<file path="src/hw/rtl/mos_pkg.sv">
`default_nettype none
package mos_pkg;

	// Widths of the fixed-point quantities that travel through the chain.
	localparam int NUM_LANES = 4;
	localparam int ADDR_W    = 5;
	localparam int DATA_W    = 32;
	localparam int CNT_W     = 3;
	localparam int MEAN_W    = 32;
	localparam int VAR_W     = 16;
	localparam int WGT_W     = 16;
	localparam int DIFF_W    = 33;
	localparam int ABS_W     = 32;
	localparam int VSQ_W     = 32;
	localparam int TERM_W    = 34;
	localparam int VTERM_W   = 32;
	localparam int AUG_W     = 32;
	localparam int VAUG_W    = 32;
	localparam int SCORE_W   = 40;
	localparam int SVAR_W    = 36;

	typedef enum logic [1:0] {
		MODE_LINEAR,
		MODE_CHEB,
		MODE_AUG_CHEB,
		MODE_MOD_CHEB
	} mode_t;

	typedef enum logic [2:0] {
		REG_MODE,
		REG_REF,
		REG_AUG,
		REG_W_A,
		REG_W_B,
		REG_W_C,
		REG_W_D
	} reg_idx_t;

	typedef enum logic [1:0] {
		SIGN_ZERO,
		SIGN_POS,
		SIGN_NEG
	} sign_t;

	typedef struct packed {
		mode_t                              mode;
		logic signed [MEAN_W-1:0]           ref_point;
		logic [WGT_W-1:0]                   aug_weight;
		logic [NUM_LANES-1:0][WGT_W-1:0]    weight;
	} cfg_t;

	typedef struct packed {
		logic signed [DIFF_W-1:0] diff;
		logic [ABS_W-1:0]         abs_diff;
		logic [VSQ_W-1:0]         vsq;
	} lane_t;

	typedef struct packed {
		logic signed [SCORE_W-1:0] score;
		logic [SVAR_W-1:0]         svar;
		logic [SCORE_W-1:0]        aug_sum;
		logic [SVAR_W-1:0]         vaug_sum;
		logic [CNT_W-1:0]          count;
	} acc_t;

endpackage
`default_nettype wire

</file>
<file path="src/hw/rtl/mos_final.sv">
`default_nettype none
module mos_final (
	input  wire logic                               clk,
	input  wire logic                               arst_n,
	input  wire mos_pkg::mode_t                     mode,
	input  wire logic                               in_valid,
	input  wire mos_pkg::acc_t                      in_acc,
	output logic                                    done,
	output logic signed [mos_pkg::SCORE_W-1:0]      score,
	output logic        [mos_pkg::SVAR_W-1:0]       score_var,
	output logic        [1:0]                       score_sign
);

	logic signed [mos_pkg::SCORE_W-1:0] score_n;
	logic [mos_pkg::SVAR_W-1:0]         svar_n;
	mos_pkg::sign_t                     sign_n;

	// Every sum stays well inside the output ranges, so no clamp is needed.
	always_comb begin
		score_n = in_acc.score;
		svar_n  = in_acc.svar;
		if (in_acc.count != '0 && mode == mos_pkg::MODE_AUG_CHEB) begin
			score_n = in_acc.score + $signed(in_acc.aug_sum);
			svar_n  = in_acc.svar + in_acc.vaug_sum;
		end
		if (score_n == '0) begin
			sign_n = mos_pkg::SIGN_ZERO;
		end else if (score_n[mos_pkg::SCORE_W-1]) begin
			sign_n = mos_pkg::SIGN_NEG;
		end else begin
			sign_n = mos_pkg::SIGN_POS;
		end
	end

	always_ff @(posedge clk or negedge arst_n) begin
		if (!arst_n) begin
			done <= 1'b0;
		end else begin
			done <= in_valid;
		end
	end

	always_ff @(posedge clk) begin
		score      <= score_n;
		score_var  <= svar_n;
		score_sign <= sign_n;
	end

endmodule
`default_nettype wire

</file>
<file path="config.mk">
export PLATFORM = sky130hd
export DESIGN_NAME = mos_final
export DESIGN_NICKNAME = d
export VERILOG_FILES = /design/src/hw/rtl/mos_pkg.sv /design/src/hw/rtl/mos_final.sv
export SDC_FILE = /design/constraint.sdc
export NUM_CORES = 1
export LEC_CHECK = 0
export BUFFER_PORTS_ARGS = -buffer_cell sky130_fd_sc_hd__buf_2
export CAP_MARGIN = 30
export CORE_AREA = 2 2 107 119
export CTS_CLUSTER_DIAMETER = 80
export DETAILED_ROUTE_END_ITERATION = 8
export DIE_AREA = 0 0 109 121
export PLACE_DENSITY = 0.85
export SLEW_MARGIN = 25
export SYNTH_ARGS = -nofsm -noshare
export SYNTH_HDL_FRONTEND = slang
export SYNTH_SLANG_ARGS = --single-unit
</file>
<file path="constraint.sdc">
create_clock -name clk -period 0.8 [get_ports clk]
set_input_delay 0.08 -clock clk [delete_from_list [all_inputs] [get_ports clk]]
set_output_delay 0.08 -clock clk [all_outputs]
set_load 0.01 [all_outputs]
</file>
==> results.yml, run 1 <==
floorplan:
  die_w_um: 109
  ios: 239
  rows: 42
  start_util_pct: 53.0
  fp.dieH_um: 121
logic_synthesis:
  syn_nets: 1042
  ys_seq_area_share_pct: 25.1
  async_flop_share_pct: 1.27
  syn_area_um2: 6320
  synth_area_leader_cell: "dfxtp_1"
  ys_ff_latch: 79
  yosys-top-cells-count: "nand2_1, o21ai_0, dfxtp_1"
  synth_edf_count: 0
  ys.flop_type: "dfxtp_1"
  ys_warn_count: 0
  synth_top_area_share_pct: 24.7
  syn_area_per_cell_um2: 7.84
  synth.most_common_cell: "nand2_1"
  synth_area_leaders: "dfxtp_1, ha_1, o21ai_0, nand2_1, xor2_1"
  synth_cell_types: 66
  synth_cells: 806
placed_design:
  hpwlAfterDp_um: 20100
  gp_congestion: 1.01
  port-buffer-count: 238
clocking:
  cts.sinks: 79
  clockRootBuffer: "clkbuf_16"
  post_cts_resized: 266
  cts_hold_buf: 26
  htreeDepth: 3
  cts_buffer_depth: 2
  post_cts_buffers: 39
  cts_made_buffers: 9
status:
  status: "stopped before the end"
  haltStage: "clock tree synthesis"
  error: "[ERROR DPL-0038] Utilization greater than 100%, impossible to legalize"
-- kinds of logic after synthesis --
logic type,count (synthesis),synth area share (%)
compound gates,291,29.0
simple gates,253,19.3
flops,79,25.1
fa+ha+maj,76,15.3
xor+xnor,56,7.76
buf+inv,47,2.87
mux,4,0.693
-- per-stage QoR --
| step | cell area, um^2 | util, % | setup slack (ns) | std cells | TNS, ns |
|---|---|---|---|---|---|
| 2_1_floorplan | 6960 | - | -3.10 | 806 | -85.47 |
| 3_3_place_gp | 10100 | 84.4 | -3.47 | 1431 | -106.75 |
| 3_5_place_dp | 10100 | 84.4 | -3.58 | 1431 | -112.12 |
==> run 2, diff against run 1 <==
- CORE_AREA: 2 2 107 119 -> 2 2 129 131
- CTS_CLUSTER_DIAMETER: 80 -> not set
- DIE_AREA: 0 0 109 121 -> 0 0 131 133
- PLACE_DENSITY: 0.85 -> not set
- PLACE_DENSITY_LB_ADDON: not set -> 0.15
==> run 2 against run 1 <==
Against the previous run:
- the flow now finishes, with violations (negative hold slack, negative setup slack)
- synthesized area is the same
- synthesized cell count is the same
==> results.yml, run 2 <==
logic_synthesis:
  ys_warn_count: 0
  ys_ff_latch: 79
  ys.flop_type: "dfxtp_1"
  syn_area_per_cell_um2: 7.84
  synth_area_leaders: "dfxtp_1, ha_1, o21ai_0, nand2_1, xor2_1"
  syn_nets: 1042
  ys_seq_area_share_pct: 25.1
  syn_area_um2: 6320
  synth_top_area_share_pct: 24.7
  synth_cell_types: 66
  async_flop_share_pct: 1.27
  synth.most_common_cell: "nand2_1"
  synth_cells: 806
  yosys-top-cells-count: "nand2_1, o21ai_0, dfxtp_1"
  synth_area_leader_cell: "dfxtp_1"
  synth_edf_count: 0
final_layout:
  fin_util_pct: 76.6
  fillers: 1112
  instances_no_fill: 1567
  top_register: "score"
  syn_to_final_growth_pct: 96.0
  design_area_um2: 12400
  reg_top3: "score x40, score_var x36, score_sign x2"
  layout_common_cells: "buf_4, buf_2, nand2_1"
  final_nets: 1577
  final_common_cell: "buf_4"
  largest_reg_flops: 40
  drive_gt1_share_pct: 57.8
timing:
  finalSetupViolCount: 152
  max_freq_mhz: 256
  hold_ws_ns: -0.0226
  tightest_slew_ns: 0.519
  timing.final.ws_setup_ns: -3.11
  maxSlewHeadroom_pct: 65.2
  post-route-period-util_pct: 489
  fin_crit_ns: 3.91
  finalMaxSlewViolations: 0
  final_hold_viol_count: 5
  rsz0062_at_grt: "yes"
critical_path:
  worst_ep_required_time_ns: 1.03
  crit_type: "input pin to flip-flop"
  crit_arrival_ns: 4.15
  crit_fanout: 2
  start_kind: "input pin"
  cp-end-kind: "flip-flop"
drt:
  firstDrtPassIters: 4
  drc: 0
  antenna_left: 0
  avgRoutedWirePerCell_um: 16.5
  via_per_inst: 5.29
  drtIter0Drc: 447
  via_count: 8289
  totalWireLength_um: 25900
status:
  violations: "negative hold slack, negative setup slack"
  status: "complete, but fails checks"
floorplan:
  rows: 47
  core_area_um2: 16200
  fp.dieH_um: 133
  die_w_um: 131
  ios: 239
  start_util_pct: 39.1
  die-area_um2: 17400
placed_design:
  place_area_um2: 10100
  gp_congestion: 0.907
  dp_cells: 1491
  hpwlAfterDp_um: 18100
  port-buffer-count: 238
clocking:
  cts.sinks: 79
  cts_made_buffers: 9
  htreeDepth: 3
  clockRootBuffer: "clkbuf_16"
  clk_pin_slew_ns: 0.06
  cts_hold_buf: 23
  cts_tree: "done"
  cts_buffer_depth: 2
power_and_ir_drop:
  ir_worst_vdd_mv: 1.06
  cellLeakagePower_nw: 5.89
  powerDensity_nw_per_um2: 1410
global_route:
  overflow: 0
  grt_pass1_vias: 8307
  track_usage_pct: 27.7
  antenna_found_initial: 1
  grt_pass1_wl_um: 38600
  grt_max_degree: 39
job:
  cap_violations: 0
worst_hold_path:
  hp-class: "input pin to flip-flop"
[run 2: power by group]
part / internal, W / switching [W] / total [W] / leakage [nW]
sequential: 0.00442 / 0.000170 / 0.00459 / 0.671
clock: 0.00227 / 0.00176 / 0.00403 / 0.145
combinational: 0.00468 / 0.00416 / 0.00885 / 5.08
total: 0.0114 / 0.00609 / 0.0175 / 5.89
[run 2: worst max-delay path: stages]
cell and delay, ns:
buf_8 0.10, ha_4 0.15, fa_2 0.34, a21o_1 0.20
a221o_1 0.39, a22o_1 0.27, buf_4 0.15, o21ai_1 0.15
nand3_2 0.10, or4_1 0.55, or4b_4 0.53, nor4_2 0.15
buf_4 0.15, nand2_1 0.06, or4_1 0.46, o41a_1 0.31
[run 2: timing repair]
item	4_1_cts	5_1_grt
resized for setup	173	161
setup endpoints to repair	157	156
hold endpoints to repair	28	1
setup buffers	23	27
gates cloned	2	1
pin swaps	88	106
[run 2: layer usage]
layer	track usage (%)	wire length (um)	vias to the layer above
li1	-	-	4060
met1	33.1	10500	3871
met2	48.4	13100	300
met3	5.34	1560	58
met4	10.6	725	0
met5	0	0	-
[run 2: kinds of logic after synthesis]
group	synth area share, %
compound gates	29.0
simple gates	19.3
flops	25.1
fa+ha+maj	15.3
xor+xnor	7.76
buf+inv	2.87
mux	0.693
[run 2: area by class of cell]
| cell class | instances | area, um^2 | area share, % |
|---|---|---|---|
| antenna | 1 | 2.50 | 0.0202 |
| clock buffer | 11 | 253 | 2.04 |
| clock inverter | 5 | 32.5 | 0.262 |
| inverter | 18 | 67.6 | 0.545 |
| multi-input combinational | 680 | 5920 | 47.8 |
| sequential | 79 | 1640 | 13.2 |
| tap | 220 | 275 | 2.22 |
| timing repair buffer | 553 | 4200 | 33.9 |
[run 2: per-stage QoR]
step	total power, W	setup TNS [ns]	setup WS, ns
after CTS	0.0165	-81.71	-3.06
final	0.0175	-82.41	-3.11
after floorplan	0.00824	-85.47	-3.10
after detailed placement	0.0114	-109.52	-3.57
after global placement	0.0113	-108.06	-3.52
after global routing	0.0184	-90.93	-3.21
[run 2: worst paths after layout]
check	start	endpoint	slack, ns	cells past startpoint
max	in_acc[115]	score_sign[0]$_SDFF_PN0_	-3.11	16
min in group asynchronous	arst_n	done$_DFF_PN0_	0.03	2
max in group asynchronous	arst_n	done$_DFF_PN0_	0.69	2
min	in_acc[142]	score[27]$_DFF_P_	-0.02	3
No activity file was read; power rests on OpenSTA's default activity.
