[config.mk]
export PLATFORM = sky130hd
export DESIGN_NAME = mos_regs
export DESIGN_NICKNAME = d
export VERILOG_FILES = /design/src/hw/rtl/mos_pkg.sv /design/src/hw/rtl/mos_regs.sv
export SDC_FILE = /design/constraint.sdc
export NUM_CORES = 1
export LEC_CHECK = 0
export ABC_AREA = 1
export ABC_CLOCK_PERIOD_IN_PS = 1300
export BUFFER_PORTS_ARGS = -buffer_cell sky130_fd_sc_hd__clkbuf_2
export CAP_MARGIN = 40
export CORE_UTILIZATION = 45
export DETAILED_ROUTE_END_ITERATION = 6
export GPL_TIMING_DRIVEN = 0
export PLACE_DENSITY = 0.76
export REMOVE_ABC_BUFFERS = 1
export SYNTH_ARGS = -nofsm -noshare
export SYNTH_HDL_FRONTEND = slang
export SYNTH_SLANG_ARGS = --single-unit
[constraint.sdc]
create_clock -name clk -period 1.3 [get_ports clk]
set_input_delay 0.13 -clock clk [delete_from_list [all_inputs] [get_ports clk]]
set_output_delay 0.13 -clock clk [all_outputs]
set_load 0.02 [all_outputs]
[src/hw/rtl/mos_pkg.sv]
`default_nettype none
package mos_pkg;

	// Widths of the fixed-point quantities that travel through the chain.
	localparam int NUM_LANES = 4;
	localparam int ADDR_W    = 5;
	localparam int DATA_W    = 32;
	localparam int CNT_W     = 3;
	localparam int MEAN_W    = 32;
	localparam int VAR_W     = 16;
	localparam int WGT_W     = 16;
	localparam int DIFF_W    = 33;
	localparam int ABS_W     = 32;
	localparam int VSQ_W     = 32;
	localparam int TERM_W    = 34;
	localparam int VTERM_W   = 32;
	localparam int AUG_W     = 32;
	localparam int VAUG_W    = 32;
	localparam int SCORE_W   = 40;
	localparam int SVAR_W    = 36;

	typedef enum logic [1:0] {
		MODE_LINEAR,
		MODE_CHEB,
		MODE_AUG_CHEB,
		MODE_MOD_CHEB
	} mode_t;

	typedef enum logic [2:0] {
		REG_MODE,
		REG_REF,
		REG_AUG,
		REG_W_A,
		REG_W_B,
		REG_W_C,
		REG_W_D
	} reg_idx_t;

	typedef enum logic [1:0] {
		SIGN_ZERO,
		SIGN_POS,
		SIGN_NEG
	} sign_t;

	typedef struct packed {
		mode_t                              mode;
		logic signed [MEAN_W-1:0]           ref_point;
		logic [WGT_W-1:0]                   aug_weight;
		logic [NUM_LANES-1:0][WGT_W-1:0]    weight;
	} cfg_t;

	typedef struct packed {
		logic signed [DIFF_W-1:0] diff;
		logic [ABS_W-1:0]         abs_diff;
		logic [VSQ_W-1:0]         vsq;
	} lane_t;

	typedef struct packed {
		logic signed [SCORE_W-1:0] score;
		logic [SVAR_W-1:0]         svar;
		logic [SCORE_W-1:0]        aug_sum;
		logic [SVAR_W-1:0]         vaug_sum;
		logic [CNT_W-1:0]          count;
	} acc_t;

endpackage
`default_nettype wire

[src/hw/rtl/mos_regs.sv]
`default_nettype none
module mos_regs (
	input  wire logic                        clk,
	input  wire logic                        arst_n,
	input  wire logic                        psel,
	input  wire logic                        penable,
	input  wire logic                        pwrite,
	input  wire logic [mos_pkg::ADDR_W-1:0]  paddr,
	input  wire logic [mos_pkg::DATA_W-1:0]  pwdata,
	output logic      [mos_pkg::DATA_W-1:0]  prdata,
	output logic                             pready,
	output mos_pkg::cfg_t                    cfg
);

	mos_pkg::cfg_t     cfg_q;
	mos_pkg::reg_idx_t idx;
	logic              wr_en;

	assign idx    = mos_pkg::reg_idx_t'(paddr[mos_pkg::ADDR_W-1:2]);
	assign wr_en  = psel & penable & pwrite;
	assign pready = 1'b1;
	assign cfg    = cfg_q;

	always_ff @(posedge clk or negedge arst_n) begin
		if (!arst_n) begin
			cfg_q.mode       <= mos_pkg::MODE_LINEAR;
			cfg_q.ref_point  <= '0;
			cfg_q.aug_weight <= '0;
			for (int i = 0; i < mos_pkg::NUM_LANES; i++) begin
				cfg_q.weight[i] <= mos_pkg::WGT_W'(16384);
			end
		end else if (wr_en) begin
			unique case (idx)
				mos_pkg::REG_MODE: cfg_q.mode       <= mos_pkg::mode_t'(pwdata[1:0]);
				mos_pkg::REG_REF:  cfg_q.ref_point  <= pwdata;
				mos_pkg::REG_AUG:  cfg_q.aug_weight <= pwdata[mos_pkg::WGT_W-1:0];
				mos_pkg::REG_W_A:  cfg_q.weight[0]  <= pwdata[mos_pkg::WGT_W-1:0];
				mos_pkg::REG_W_B:  cfg_q.weight[1]  <= pwdata[mos_pkg::WGT_W-1:0];
				mos_pkg::REG_W_C:  cfg_q.weight[2]  <= pwdata[mos_pkg::WGT_W-1:0];
				mos_pkg::REG_W_D:  cfg_q.weight[3]  <= pwdata[mos_pkg::WGT_W-1:0];
				default: ;
			endcase
		end
	end

	always_comb begin
		unique case (idx)
			mos_pkg::REG_MODE: prdata = mos_pkg::DATA_W'(cfg_q.mode);
			mos_pkg::REG_REF:  prdata = cfg_q.ref_point;
			mos_pkg::REG_AUG:  prdata = mos_pkg::DATA_W'(cfg_q.aug_weight);
			mos_pkg::REG_W_A:  prdata = mos_pkg::DATA_W'(cfg_q.weight[0]);
			mos_pkg::REG_W_B:  prdata = mos_pkg::DATA_W'(cfg_q.weight[1]);
			mos_pkg::REG_W_C:  prdata = mos_pkg::DATA_W'(cfg_q.weight[2]);
			mos_pkg::REG_W_D:  prdata = mos_pkg::DATA_W'(cfg_q.weight[3]);
			default:           prdata = '0;
		endcase
	end

endmodule
`default_nettype wire

==> results of run 1 <==
[per-layer routing]
layer | part of all wire [%] | GRT usage [%] | up-vias
li1 | - | - | 2973
met2 | 50 | 53.4 | 326
met5 | 0 | 0 | -
met3 | 7.8 | 7.64 | 61
met4 | 3.4 | 15.5 | 0
met1 | 39 | 38.3 | 2994
[power by group through the flow]
stage	registers, mW	clock network (mW)	logic, mW
final	4.69	4.25	4.10
after global routing	4.75	4.44	4.43
after CTS	4.66	4.26	3.93
after detailed placement	4.81	0	3.06
after global placement	4.78	0	2.97
after floorplan	5.54	0	0.936
[layout make-up]
| class | instances | share of cell area (%) |
|---|---|---|
| Sequential cell | 114 | 33.0 |
| Multi-Input combinational cell | 510 | 28.0 |
| Clock inverter | 7 | 0.695 |
| Clock buffer | 23 | 5.41 |
| Inverter | 69 | 3.43 |
| Timing Repair Buffer | 305 | 27.0 |
| Tap cell | 168 | 2.43 |
[how the worst max path moves through the flow]
stage                        start    endpoint  slack, ns  cells past startpoint
final                      cfg[38]   prdata[6]      -0.21                      5
after global routing       cfg[14]  prdata[14]      -0.28                      5
after CTS                  cfg[46]  prdata[14]      -0.19                      5
after detailed placement  paddr[3]     cfg[50]      -1.41                      7
after global placement    paddr[3]     cfg[74]      -2.16                      5
after floorplan           paddr[3]     cfg[64]      -0.11                      4
[kinds of logic after synthesis]
logic type | share of synthesized area [%]
simple gates | 31.0
flops | 49.8
buf+inv | 9.18
other cells | 0.0654
compound gates | 9.95
[cell usage after synthesis]
cell / count / area, µm²
buf_1: 4 / 15.0
buf_2: 17 / 85.1
buf_4: 6 / 45.0
buf_6: 3 / 33.8
clkbuf_1: 19 / 71.3
clkbuf_2: 2 / 10.0
conb_1: 1 / 3.75
dfrtp_1: 110 / 2750
dfstp_2: 4 / 105
inv_1: 65 / 244
inv_2: 1 / 3.75
inv_4: 3 / 18.8
nand2_1: 246 / 923
nand2_2: 3 / 18.8
nand2_4: 1 / 11.3
nand3_1: 47 / 235
nand3_4: 2 / 35.0
nand4_1: 50 / 313
nor2_1: 37 / 139
nor2_2: 1 / 6.26
nor2_4: 5 / 56.3
nor2_8: 2 / 40.0
o21ai_0: 76 / 380
o21ai_1: 38 / 190
[worst reg2reg max path: stages, from the launching register on]
cell,delay (ns)
dfrtp_1,0.38
buf_4,0.13
buf_4,0.12
o21ai_0,0.06
nand2_1,0.07
[repair_timing]
| action | CTS | global route |
|---|---|---|
| gates cloned | 3 | 0 |
| setup endpoints to repair | 146 | 73 |
| hold buffers | 30 | 0 |
| resized for setup | 57 | 39 |
| pin swaps | 25 | 39 |
| setup buffers | 73 | 9 |
| endpoints found under the hold margin | 173 | 0 |
==> impl_results.md, run 1 <==
* Skew final at 0 ns
* Max VDD drop at about 840 µV
* CP top delay family: simple AND/OR/NAND/NOR gates
* Placeable Area at between 10000 and 15000 µm²
* Worst path cell trace: nand4_1, nand2_1, nor2_2, nand2_1, clkbuf_8
* Synth Cell Area at around 5700 µm²
* HP Class: input pin to flip-flop
* Layout area overhead at 50.7%
* Net Switching at ~4.5 mW
* Worst path arrival time at between 1 and 1.5 ns
* Power density over the cells at 1510 nW/µm²
* Synth cell types at 24
* Sequential share of the synthesized area at between 40% and 50%
* Setup_tns at -2.01 ns
* Grt ovf at 0
* Most used cell, CP: nand2_1
* Overall Power at between 10 and 15 mW
* ANT cells at 0
* Worst hold slack at between 0.01 and 0.015 ns
* Clock-pin transition on the worst setup and hold timing paths at 0.05 ns
* Hold worst-path end: cfg[54]
* Largest net degree at the start of global routing at 98
* Slowest CP cell: dfrtp_1
* R2R setup slack at approximately 0.41 ns
* Synth Area per Inst at between 7 and 8 µm²
* Nets at around 1100
* Status: finished, violations left
* Worst EP required at around 1.2 ns
* Critical Path Fanout Max at 3
* Final Max Slew Viols at 0
* Drt pass-1 iters at 5
* Final ANT Viol Nets at 0
* Initial antenna violation count at 0
* GRT Total Usage at between 30% and 40%
* Commonest non-fill, non-tap cell in the layout: nand2_1
* Initial Util at between 40% and 50%
* Pleak at about 4.8 nW
* Root buffer cell: clkbuf_16
* Cells after DPL at 1051
* Min-delay src: pwdata[6]
* Sw frac at 34.1%
* DP Worst Slack at -1.41 ns
* Placed cell areas at 6750 µm²
* Worst R2R Path Depth at 4
* Non-Filler Instances at between 1000 and 1500
* Final Cycle Share at 116%
* Row count at 40
* FF+latch count, synth at ~110
* Yosys warns at 0
* I/O Pins at about 190
* H-Tree Depth at 4
* Die area at 13200 µm²
* Flop pwr share at a little over a third
* Fill cells at just under 1000
* Multi-input gate area at about 2400 µm²
* Sequential cell area at approximately 2900 µm²
* CTS tree: done
* Slew headroom at 51.6%
* Deepest clock path buffer count at 2
* Final setup fails at 22
* CTS buffer count at 17
* Combinational Power Share at around a third
* Setup crit end kind: output pin
* Design area at 8650 µm²
* DRT Wirelength at approximately 20000 µm
* WP buf/inv at 1
* Reg2reg start: cfg[44]
* Min cycle time layout at 1.51 ns
* Highest clock rate at approximately 660 MHz
* Layout cell share with drive strength beyond 1 at around 33%
* Die height at ~110 µm
* Vias/cell at around 5.3
* Drc violations at 0
* Worst Hold Path Cells at 3
* Dpl hpwl at approximately 11000 µm
* Die W at about 110 µm
* RSZ-0062 raised after global routing: yes
* Port bufs at approximately 190
* RR Endpoint: cfg[44]
* Wire length of the first global-routing pass at approximately 31000 µm
* Hold Vio Cnt, Final at 0
* Iter 0 DRT Violations at ~550
* Post-synthesis cell count at roughly 740
* Number of global-route vias before repair at 6010
* WL per Instance at 16.7 µm
* Worst-Margin Slew at 0.726 ns
* Final worst slack at -0.206 ns
* Util after Layout at between 70% and 80%
* Final GP Congestion at around 0.77
* Crit Path Class: flip-flop to output pin
* Clk sinks at around 110
* Worst-Skew Late Latency at about 0.42 ns
* Largest register FFs at approximately 110
* Clock power share at about a third
* Crit start category: flip-flop
* Total of max-cap violations at 0
* Vias at around 6400
* Failing checks: setup timing
* Max incr delay on CP at 0.38 ns
* Int Power at 8.59 mW
* Most frequent cells in the layout: nand2_1, clkbuf_2, dfrtp_1
No activity file was read; power rests on OpenSTA's default activity.
==> run 2: changes to the inputs <==
Settings changed: CTS_BUF_LIST from default to sky130_fd_sc_hd__clkbuf_2.
==> impl_results.md, run 2 (synthesis gave the netlist of run 1 again) <==
* Total of max-cap violations at 0 (unchanged)
* Power density over the cells at 1330 nW/µm² (was 1510 nW/µm²)
* Critical Path Fanout Max at 2 (was 3)
* Final GP Congestion at 0.773 (unchanged)
* Final ANT Viol Nets at 0 (unchanged)
* RSZ-0062 raised after global routing: yes (unchanged)
* Layout area overhead at 58.5% (was 50.7%)
* Reg2reg start: cfg[6] (was cfg[44])
* DRT Wirelength at 21500 µm (was 20000 µm)
* Number of global-route vias before repair at 5991 (was 6010)
* I/O Pins at 189 (unchanged)
* CTS tree: done (unchanged)
* Drc violations at 0 (unchanged)
* Min cycle time layout at 1.83 ns (was 1.51 ns)
* Crit start category: flip-flop (unchanged)
* H-Tree Depth at 4 (unchanged)
* Worst R2R Path Depth at 4 (unchanged)
* Status: finished, violations left (unchanged)
* Die height at 115 µm (unchanged)
* Setup crit end kind: output pin (unchanged)
* Overall Power at 12.1 mW (was 13.0 mW)
* Clock-pin transition on the worst setup and hold timing paths at 0.17 ns (was 0.05 ns)
* Root buffer cell: clkbuf_2 (was clkbuf_16)
* Port bufs at 185 (unchanged)
* Final setup fails at 147 (was 22)
* Worst-Margin Slew at 0.755 ns (was 0.726 ns)
* Vias at 6487 (was 6354)
* Placeable Area at 12200 µm² (unchanged)
* R2R setup slack at 0.38 ns (was 0.41 ns)
* CP Launch Point: cfg[46] (was cfg[38])
* Design area at 9090 µm² (was 8650 µm²)
* Final worst slack at -0.535 ns (was -0.206 ns)
* Grt ovf at 0 (unchanged)
* Skew final at 0 ns (unchanged)
* Deepest clock path buffer count at 2 (unchanged)
* WL per Instance at 18.0 µm (was 16.7 µm)
* Max VDD drop at 678 µV (was 838 µV)
* Hold Vio Cnt, Final at 0 (unchanged)
* RR Endpoint: cfg[6] (was cfg[44])
* Nets at 1061 (was 1059)
* HP Class: input pin to asynchronous set/reset pin (was input pin to flip-flop)
* Crit Path Class: flip-flop to output pin (unchanged)
* Initial Util at 47.0% (unchanged)
* Most frequent cells in the layout: nand2_1, dfrtp_1, buf_6 (was nand2_1, clkbuf_2, dfrtp_1)
* Dpl hpwl at 10900 µm (unchanged)
* Worst-Skew Late Latency at 0.68 ns (was 0.42 ns)
* Drt pass-1 iters at 5 (unchanged)
* Final Cycle Share at 141% (was 116%)
* Layout cell share with drive strength beyond 1 at 32.0% (was 32.6%)
* GRT Total Usage at 31.5% (was 31.7%)
* Placed cell areas at 6750 µm² (unchanged)
* Pleak at 4.87 nW (was 4.79 nW)
* Row count at 40 (unchanged)
* Iter 0 DRT Violations at 649 (was 554)
* Slew headroom at 49.5% (was 51.6%)
* Worst hold slack at 0.0340 ns (was 0.0125 ns)
* Largest register FFs at 114 (unchanged)
* Final Max Slew Viols at 0 (unchanged)
* Largest net degree at the start of global routing at 98 (unchanged)
* Worst path arrival time at 1.70 ns (was 1.38 ns)
* Die W at 115 µm (unchanged)
* Crit path to: prdata[14] (was prdata[6])
* Clk sinks at 114 (unchanged)
* Worst EP required at 1.17 ns (about the same)
* Die area at 13200 µm² (unchanged)
* Vias/cell at 5.41 (was 5.31)
* CTS buffer count at 17 (unchanged)
* Wire length of the first global-routing pass at 31300 µm (about the same)
* Highest clock rate at 545 MHz (was 664 MHz)
* Initial antenna violation count at 1 (was 0)
* Commonest non-fill, non-tap cell in the layout: nand2_1 (unchanged)
* Failing checks: setup timing (unchanged)
-- run 2: metrics by stage --
| step | setup TNS, ns | util [%] | std cells | setup WS [ns] |
|---|---|---|---|---|
| 2_1_floorplan | -2.17 | - | 692 | -0.110 |
| 4_1_cts | -32.92 | 69.2 | 1171 | -0.523 |
| 5_1_grt | -37.01 | 74.4 | 1199 | -0.618 |
| 3_5_place_dp | -154.23 | 55.3 | 1051 | -1.41 |
| 6_report | -27.90 | 74.4 | 1199 | -0.535 |
| 3_3_place_gp | -403.11 | 54.1 | 1045 | -2.16 |
-- run 2: how the worst min path moves through the flow --
stage                     to  slack (ns)  depth (start not counted)
floorplan             cfg[0]       -0.17                          0
global placement     cfg[96]        0.35                          3
detailed placement   cfg[67]      -0.004                          1
CTS                  cfg[72]        0.01                          5
global route        cfg[108]        0.08                          5
finish                cfg[3]        0.03                          3
-- run 2: routing by layer --
metal,wire length [µm],GRT usage (%),up-vias
met5,0,0,-
met4,898,15.1,0
met3,1740,8.22,74
met2,10800,53.0,382
met1,8060,37.6,3058
li1,-,-,2973
-- run 2: power breakdown --
part	total, mW	internal [mW]	switching, mW	leakage (nW)
Clock	2.00	0.667	1.33	0.128
Combinational	5.28	2.65	2.63	3.27
Sequential	4.78	4.21	0.568	1.47
-- run 2: what timing repair did --
item,in CTS,in global routing
buffers inserted,55,47
endpoints found under the hold margin,228,0
pin swaps,31,23
gates resized for setup,175,262
hold buffers,34,0
gates cloned,1,0
endpoints found under the setup margin,258,191
-- run 2: layout make-up --
class | count | area (µm²)
repair buffers | 307 | 3160
fillers | 881 | 3120
clock inverters | 9 | 67.6
flip-flops and latches | 114 | 2860
inverters | 69 | 279
multi-input cells | 510 | 2400
well taps | 168 | 210
clock buffers | 21 | 105
diodes | 1 | 2.50
-- run 2: critical path, stage by stage, from the launching register on --
cell	delay (ns)
dfstp_2	0.57
nand4_1	0.10
nand2_1	0.09
nor2_1	0.04
nand2_1	0.06
clkbuf_8	0.14
